===== config.mk =====
export PLATFORM = sky130hd
export DESIGN_NAME = xxh_mul
export DESIGN_NICKNAME = d
export VERILOG_FILES = /design/src/rtl/xxh_pkg.sv /design/src/rtl/xxh_mul.sv
export SDC_FILE = /design/constraint.sdc
export NUM_CORES = 2
export LEC_CHECK = 0
export ABC_AREA = 1
export BUFFER_PORTS_ARGS = -buffer_cell sky130_fd_sc_hd__buf_2
export CORE_ASPECT_RATIO = 1.5
export CORE_MARGIN = 4
export CORE_UTILIZATION = 55
export CTS_CLUSTER_DIAMETER = 80
export DETAILED_ROUTE_END_ITERATION = 10
export PLACE_DENSITY = 0.69
export SLEW_MARGIN = 10
export SYNTH_ARGS = -nofsm -noshare
export SYNTH_HDL_FRONTEND = slang
export SYNTH_SLANG_ARGS = --single-unit

===== constraint.sdc =====
create_clock -name clock -period 11.99 [get_ports clock]
set_clock_uncertainty 0.15 [all_clocks]
set_input_delay 2.398 -clock clock [delete_from_list [all_inputs] [get_ports clock]]
set_output_delay 2.398 -clock clock [all_outputs]
set_load 0.02 [all_outputs]

===== src/rtl/xxh_pkg.sv =====
// xxh_pkg: shared constants, sequencer state type and helper functions for
// the xxhash64 stream hasher. No dependencies.
package xxh_pkg;

   // xxhash64 primes
   localparam logic [63:0] XXH_P1 = 64'd11400714785074694791;
   localparam logic [63:0] XXH_P2 = 64'd14029467366897019727;
   localparam logic [63:0] XXH_P3 = 64'd1609587929392839161;
   localparam logic [63:0] XXH_P4 = 64'd9650029242287828579;
   localparam logic [63:0] XXH_P5 = 64'd2870177450012600261;

   // half-word width used by the partial-product multiplier
   localparam int XXH_HALF = 32;

   // sequencer states
   typedef enum logic [4:0] {
      ST_IDLE,
      ST_DECODE,
      ST_LR_W1,
      ST_LR_W2,
      ST_CONV,
      ST_CONV_SUM,
      ST_MERGE,
      ST_MG_W1,
      ST_MG_W2,
      ST_MG_W3,
      ST_LEN,
      ST_PEND,
      ST_PD_W1,
      ST_PD_W2,
      ST_PD_W3,
      ST_WORD4,
      ST_W4_W1,
      ST_W4_W2,
      ST_BYTE,
      ST_BY_W1,
      ST_BY_W2,
      ST_AV,
      ST_AV_W1,
      ST_AV_W2,
      ST_EMIT
   } xxh_state_type;

   // rotate left by a constant amount (1..63)
   function automatic logic [63:0] xxh_rotl(input logic [63:0] x, input logic [5:0] r);
      return (x << r) | (x >> (7'd64 - {1'b0, r}));
   endfunction

   // lane rotation used when the four lanes converge
   function automatic logic [63:0] xxh_conv_rot(input logic [63:0] x, input logic [1:0] i);
      logic [63:0] res;
      case (i)
         2'd0: res = xxh_rotl(x, 6'd1);
         2'd1: res = xxh_rotl(x, 6'd7);
         2'd2: res = xxh_rotl(x, 6'd12);
         2'd3: res = xxh_rotl(x, 6'd18);
         default: res = x;
      endcase
      return res;
   endfunction

endpackage


===== src/rtl/xxh_mul.sv =====
// xxh_mul: 64x64 multiplier keeping the low 64 product bits, built from one
// shared 32x32 multiplier over three partial products. Uses xxh_pkg.
module xxh_mul
   import xxh_pkg::*;
(
   input  logic        clock,
   input  logic        reset,
   input  logic        start,
   input  logic [63:0] op_a,
   input  logic [63:0] op_b,
   output logic        done,
   output logic [63:0] product
);

   logic [63:0] a_ff, a_in;
   logic [63:0] b_ff, b_in;
   logic [2:0]  step_ff, step_in;
   logic [63:0] lo_ff, lo_in;
   logic [31:0] cr_ff, cr_in;
   logic [63:0] prod_ff, prod_in;
   logic        done_ff, done_in;

   logic [XXH_HALF-1:0] mx;
   logic [XXH_HALF-1:0] my;
   logic [63:0]         mp;

   // operand select for the shared 32x32 multiplier
   always_comb begin
      case (step_ff)
         3'd1: begin
            mx = a_ff[XXH_HALF-1:0];
            my = b_ff[XXH_HALF-1:0];
         end
         3'd2: begin
            mx = a_ff[63:XXH_HALF];
            my = b_ff[XXH_HALF-1:0];
         end
         3'd3: begin
            mx = a_ff[XXH_HALF-1:0];
            my = b_ff[63:XXH_HALF];
         end
         default: begin
            mx = '0;
            my = '0;
         end
      endcase
      mp = mx * my;
   end

   // partial-product sequence: low, cross high*low, cross low*high, sum
   always_comb begin
      a_in    = a_ff;
      b_in    = b_ff;
      step_in = step_ff;
      lo_in   = lo_ff;
      cr_in   = cr_ff;
      prod_in = prod_ff;
      done_in = 1'b0;
      case (step_ff)
         3'd0: begin
            if (start) begin
               a_in    = op_a;
               b_in    = op_b;
               step_in = 3'd1;
            end
         end
         3'd1: begin
            lo_in   = mp;
            step_in = 3'd2;
         end
         3'd2: begin
            cr_in   = mp[31:0];
            step_in = 3'd3;
         end
         3'd3: begin
            cr_in   = cr_ff + mp[31:0];
            step_in = 3'd4;
         end
         3'd4: begin
            prod_in = lo_ff + {cr_ff, 32'h0};
            done_in = 1'b1;
            step_in = 3'd0;
         end
         default: begin
            step_in = 3'd0;
         end
      endcase
   end

   // control registers
   always_ff @(posedge clock) begin
      if (reset) begin
         step_ff <= 3'd0;
         done_ff <= 1'b0;
      end else begin
         step_ff <= step_in;
         done_ff <= done_in;
      end
   end

   // operand and partial-product registers
   always_ff @(posedge clock) begin
      a_ff    <= a_in;
      b_ff    <= b_in;
      lo_ff   <= lo_in;
      cr_ff   <= cr_in;
      prod_ff <= prod_in;
   end

   assign done    = done_ff;
   assign product = prod_ff;

endmodule


After elaboration in Yosys (flattened, before gate mapping)

Cells that the tools add are included.

Register bits: 292
Input bits: 131

Add/subtract/negate cells: 2
Equal/unequal tests: 5
Multiplexer cells: 6
Multipliers: 1
Reductions and logical operators: 5

Operators by type and width:

| kind                                                | count |
|---|---|
| one-hot mux 32 bit (2 select lines)                 | 3 |
| adder 64 bit                                        | 1 |
| multiplier 32 x 32 -> 64 bit                        | 1 |
| adder 32 bit                                        | 1 |
| one-hot mux 3 bit (4 select lines)                  | 1 |
| equality test 3 x 2 -> 1 bit, second input constant | 2 |
| OR reduction 2 bit                                  | 2 |
| equality test 3 x 1 -> 1 bit, second input constant | 1 |
| equality test 3 bit, second input constant          | 1 |
| zero test 3 bit                                     | 1 |
| 2-to-1 mux 3 bit                                    | 1 |
| != test 2 bit, second input constant                | 1 |
| AND reduction 2 bit                                 | 1 |
| nonzero test 2 bit                                  | 1 |
| 2-to-1 mux 1 bit                                    | 1 |

Longest topological paths before layout

Word-level depth: 6
Depth in mapped cells: 51
Depth with buffers taken out: 48

Worst setup path before layout

No wires, ideal clock.

Path kind: register to register
Start point: register step_ff[1]
End point: register cr_ff[29] (data pin)
Arrival time: 8.952 ns
Required time: 11.587 ns
Path slack: 2.635 ns
Buffers on the path: 3
Cell stages (with the launch flop): 40
Cells stage by stage: dfxtp_1 > inv_2 > nor2_2 > nand2_2 > o21ai_4 > buf_6 > buf_6 > nand2_1 > and2_4 > buf_2 > nor2_1 > fa_1 > fa_1 > inv_1 > fa_1 > inv_1 > fa_1 > inv_1 > [... 4 more ...] > fa_1 > ha_1 > a21oi_1 > o21ai_0 > a21oi_1 > nand3_1 > or2_2 > and2_1 > ha_1 > nand2_1 > nor2_1 > inv_1 > nor4_1 > nand2_1 > nand2_1 > nand2_1 > nand3_1 > nand2_1

Word-level cells in the longest chain between the ends: 6
Elaborated cells between the ends (all ways): 10

RTL lines:

| item                                                                         | RTL line       | text |
|---|---|---|
| start: declaration                                                           | xxh_mul.sv:17  | `logic [2:0] step_ff, step_in;` |
| start signal: assignment                                                     | xxh_mul.sv:96  | `step_ff <= step_in;` |
| equality test 3 x 2 -> 1 bit or equality test 3 x 1 -> 1 bit (tied branches) | xxh_mul.sv:29  | `case (step_ff)` |
| OR reduction 2 bit (no source line)                                          | -              |  |
| one-hot mux 32 bit (2 select lines)                                          | xxh_mul.sv:29  |  |
| multiplier 32 x 32 -> 64 bit (*)                                             | xxh_mul.sv:47  | `mp = mx * my;` |
| net mp[27]                                                                   | xxh_mul.sv:25  | `logic [63:0] mp;` |
| adder 32 bit (*)                                                             | xxh_mul.sv:76  | `cr_in = cr_ff + mp[31:0];` |
| one-hot mux 32 bit (2 select lines) (*)                                      | xxh_mul.sv:59  | `case (step_ff)` |
| net cr_in[29]                                                                | xxh_mul.sv:19  | `logic [31:0] cr_ff, cr_in;` |
| end signal: assignment                                                       | xxh_mul.sv:106 | `cr_ff <= cr_in;` |
| end: declaration                                                             | xxh_mul.sv:19  |  |

Mark *: on every way through the listed nets, which the timed path passes. The rest lies on a longest branch.
A chain may end at the register's enable or synchronous reset.

Worst setup path in the final report

Start point: register step_ff[1]
End point: register cr_ff[28] (data pin)

Same word-level chain as after synthesis.

==> run_results.csv <==
group,metric,value,unit
place,place.gp.congestion,1.10,
synthesis,post_synth.cell_area_avg,8.64,um2
synthesis,synth-seq-cells,292,
sta,setup_repair_after_global_routing_missed_its_margin,"false",
global_routing,grtUsageMet2,69.3,%
synthesis,synth.area.top_cells,"sky130_fd_sc_hd__fa_1 38%, sky130_fd_sc_hd__edfxtp_1 18%, sky130_fd_sc_hd__nand2_1 11%, sky130_fd_sc_hd__inv_1 9.3%, sky130_fd_sc_hd__ha_1 8.6%",
final_layout,drive_above_1_share,7.57,%
clock_network,cts_sinks,292,
synthesis,synthesis.area,0.0477,mm2
detailed_routing,postRouteWirelength,181000,um
clock_network,clock_tree.root_cell,"sky130_fd_sc_hd__clkbuf_16",
critical_path,cp_common_cell,"sky130_fd_sc_hd__fa_1",
pwr,total_leakage_power,0.0244,uW
synthesis,seq_area_frac_synth,18.3,%
clock_network,post-cts-setup-buffer-count,0,
sta,setup_total_negative_slack,0,ns
worst_hold_path,worst_hold_startpoint,"lo_ff[11]",
sta,slew_viol_final,0,
detailed_routing,drtAntennaViolNets,0,
clock_network,cts-root-to-sink-buffers,3,
sta,tightest_pin_transition,1.15,ns
clock_network,ctsHoldBuffers,0,
floorplan,initial_utilization,55.4,%
critical_path,timing.critical_path.slowest_stage_cell,"sky130_fd_sc_hd__fa_1",
synthesis,yosys.area.top_type,"sky130_fd_sc_hd__fa_1",
critical_path,setup_crit_start,"step_ff[1]",
place,dpl.hpwl,150000,um
synthesis,postSynth.asyncResetShare,0,%
critical_path,critPathArrivalTime,10.81,ns
detailed_routing,avgRoutedWirePerCell,26.5,um
detailed_routing,firstDrtPassIters,6,
outcome,status,"complete, no violations",
critical_path,crit_fanout,32,
clock_network,cts_tree,"yes",
pwr,power_per_unit_of_standard_cell_area,200,mW/mm2
synthesis,post_synth_num_cell_types,42,
sta,timing.final.crit_period,10.58,ns
detailed_routing,drcViolationCount,0,
final_layout,count_of_nets_after_finishing,7026,
clock_network,clk_pin_slew,0.07,ns
synthesis,synth_edf_count,288,
synthesis,synth.top_cell.area_share,37.7,%
final_layout,most_frequent_cells_in_the_layout,"1346 x sky130_fd_sc_hd__nand2_1, 1181 x sky130_fd_sc_hd__inv_1, 898 x sky130_fd_sc_hd__fa_1, 620 x sky130_fd_sc_hd__nor2_1, 327 x sky130_fd_sc_hd__ha_1",
final_layout,area_delta_synth_final,6.88,%
critical_path,cp_slowest_stage_delay,0.60,ns
detailed_routing,via_density_per_instance,5.69,
floorplan,die_h,369,um
sta,fmaxAchievable,94.5,MHz
worst_hold_path,hold_path_depth,0,
critical_path,crit_type,"reg2reg",
sta,hold_violations,0,
critical_path,setup_crit_start_kind,"flip-flop",
global_routing,grt_start_max_net_pins,67,
detailed_routing,vias,38900,
synthesis,netlist_instances,5524,
pwr,vdd_drop_max,0.213,mV
clock_network,cts-buffers-inserted,31,
sta,relSlewSlack,23.5,%
sta,setup_violations,0,
flow_run,drv_cap,0,
global_routing,grt_use_met3,7.80,%
synthesis,postSynthNetCount,6880,
place,placement.io_buffers,195,
clock_network,ctsHtreeMaxLevel,1,
final_layout,leading_cell_type_in_the_layout_fill_and_taps_excluded,"sky130_fd_sc_hd__nand2_1",
worst_hold_path,hold_class,"reg2reg",
critical_path,timing.critical_path.required,12.22,ns
place,post_dp_cell_area,0.0499,mm2
floorplan,core_area,0.0862,mm2
global_routing,number_of_antenna_violations_at_the_first_check_in_global_routing,5,
final_layout,final_non_filler_cell_area,0.0510,mm2
global_routing,grt-busiest-layer,"met2",
floorplan,floorplan.die_area,0.0917,mm2
floorplan,std_cell_rows,132,
synthesis,synth-warning-count,0,
global_routing,first_global_vias,42100,
global_routing,grt_overflow_total,0,
synthesis,ys.flop_type,"sky130_fd_sc_hd__edfxtp_1",
clock_network,worst_skew_pair.late_latency,0.65,ns
floorplan,die_w,249,um
global_routing,globalRouteTotalUtil,39.9,%
global_routing,gr-usage-met1,40.0,%
global_routing,wire_length_of_the_first_global_routing_pass,266000,um
critical_path,worstReg2RegStart,"step_ff[1]",
critical_path,r2r_cell_count,35,
critical_path,crit_path_capture_type,"flip-flop",
sta,post-route-period-util,88.2,%
clock_network,postCtsResizedCells,0,
detailed_routing,drt_iter0_markers,3097,
floorplan,boundaryPins,196,
## cell families (layout without fill, tap and decap cells)
logic type | Yosys count | in the layout | share of synthesized area (%)
and+or+nand+nor | 2204 | 2204 | 18.3
buffers and inverters | 1410 | 1580 | 11.9
adders and majority gates | 1225 | 1225 | 46.2
AOI/OAI and AO/OA | 337 | 337 | 4.29
DFF | 292 | 292 | 18.3
xor gates and xnor gates | 56 | 56 | 1.03
other | 0 | 5 | 0
## report_power, final
part | leakage (uW) | switching (uW) | internal [uW] | total (uW)
Combinational | 0.0211 | 5010 | 2460 | 7470
Sequential | 0.00273 | 149 | 1510 | 1650
Clock | 0.000546 | 431 | 648 | 1080
Total | 0.0244 | 5590 | 4610 | 10200
## registers in the layout (all words and copies together), names as in the netlist
| name | flops |
|---|---|
| product | 64 |
| b_ff | 64 |
| a_ff | 64 |
| lo_ff | 64 |
| done | 1 |
| cr_ff | 32 |
| step_ff | 3 |
## per-layer routing
metal,share of wire [%],vias to the layer above
li1,-,16800
met1,30,19000
met2,49,2202
met3,8.3,881
met4,13,0
met5,0,-
## per-stage QoR
step                      worst slack [ns]  hold slack, ns  total power, uW  util [%]  instances
after floorplan                       2.64           0.250             6470         -       5524
after detailed placement              1.52           0.255             9000      57.9       6776
after CTS                             1.50           0.269            10100      59.2       6833
after global routing                 0.870           0.271            11100      59.2       6834
after global placement                1.57           0.251             8970      57.9       6776
final                                 1.41           0.267            10200      59.2       6838
## cell type report
cell class                 count  area [um2]
fill                        7926       35200
clock inverter                23         344
multi-input combinational   3822       33400
tap                         1139        1430
clock buffer                  34         787
antenna                        5        12.5
timing repair buffer         300        1760
sequential                   292        8730
inverter                    1223        4600
## cells in the mapped netlist, types with 2 or more instances
master                     number
sky130_fd_sc_hd__nand2_1     1346
sky130_fd_sc_hd__inv_1       1181
sky130_fd_sc_hd__fa_1         898
sky130_fd_sc_hd__nor2_1       623
sky130_fd_sc_hd__ha_1         327
sky130_fd_sc_hd__edfxtp_1     288
sky130_fd_sc_hd__a21oi_1      150
sky130_fd_sc_hd__nand3_1      123
sky130_fd_sc_hd__buf_2        113
sky130_fd_sc_hd__o21ai_0      102
sky130_fd_sc_hd__xor2_1        40
sky130_fd_sc_hd__buf_4         33
sky130_fd_sc_hd__inv_2         31
sky130_fd_sc_hd__nor3_1        28
sky130_fd_sc_hd__clkbuf_1      25
sky130_fd_sc_hd__nand4_1       24
sky130_fd_sc_hd__a22oi_2       23
sky130_fd_sc_hd__and2_1        22
sky130_fd_sc_hd__a22oi_1       17
sky130_fd_sc_hd__xnor2_1       16
sky130_fd_sc_hd__buf_6         15
sky130_fd_sc_hd__nand3b_1      15
sky130_fd_sc_hd__o21bai_1      15
sky130_fd_sc_hd__a21o_1        14
sky130_fd_sc_hd__and2_4         8
sky130_fd_sc_hd__clkinv_1       7
sky130_fd_sc_hd__or2_2          6
sky130_fd_sc_hd__a21boi_0       5
sky130_fd_sc_hd__nor4_1         5
sky130_fd_sc_hd__o21a_1         5
sky130_fd_sc_hd__clkinv_2       4
sky130_fd_sc_hd__dfxtp_1        4
sky130_fd_sc_hd__a22oi_4        2
## worst max-delay path, delay by kind of cell, from the launching register on
family	cells	cell delay, ns
buf+inv	6	1.53
fa+ha+maj	10	4.80
flops	1	0.48
compound gates	4	1.20
simple gates	15	2.08
## final timing paths
path	to	slack (ns)
setup reg to reg	cr_ff[28]	1.41
hold / removal	product[11]	0.27
hold reg to reg	product[11]	0.27
setup / recovery	cr_ff[28]	1.41
(Power assumes the default switching activity.)
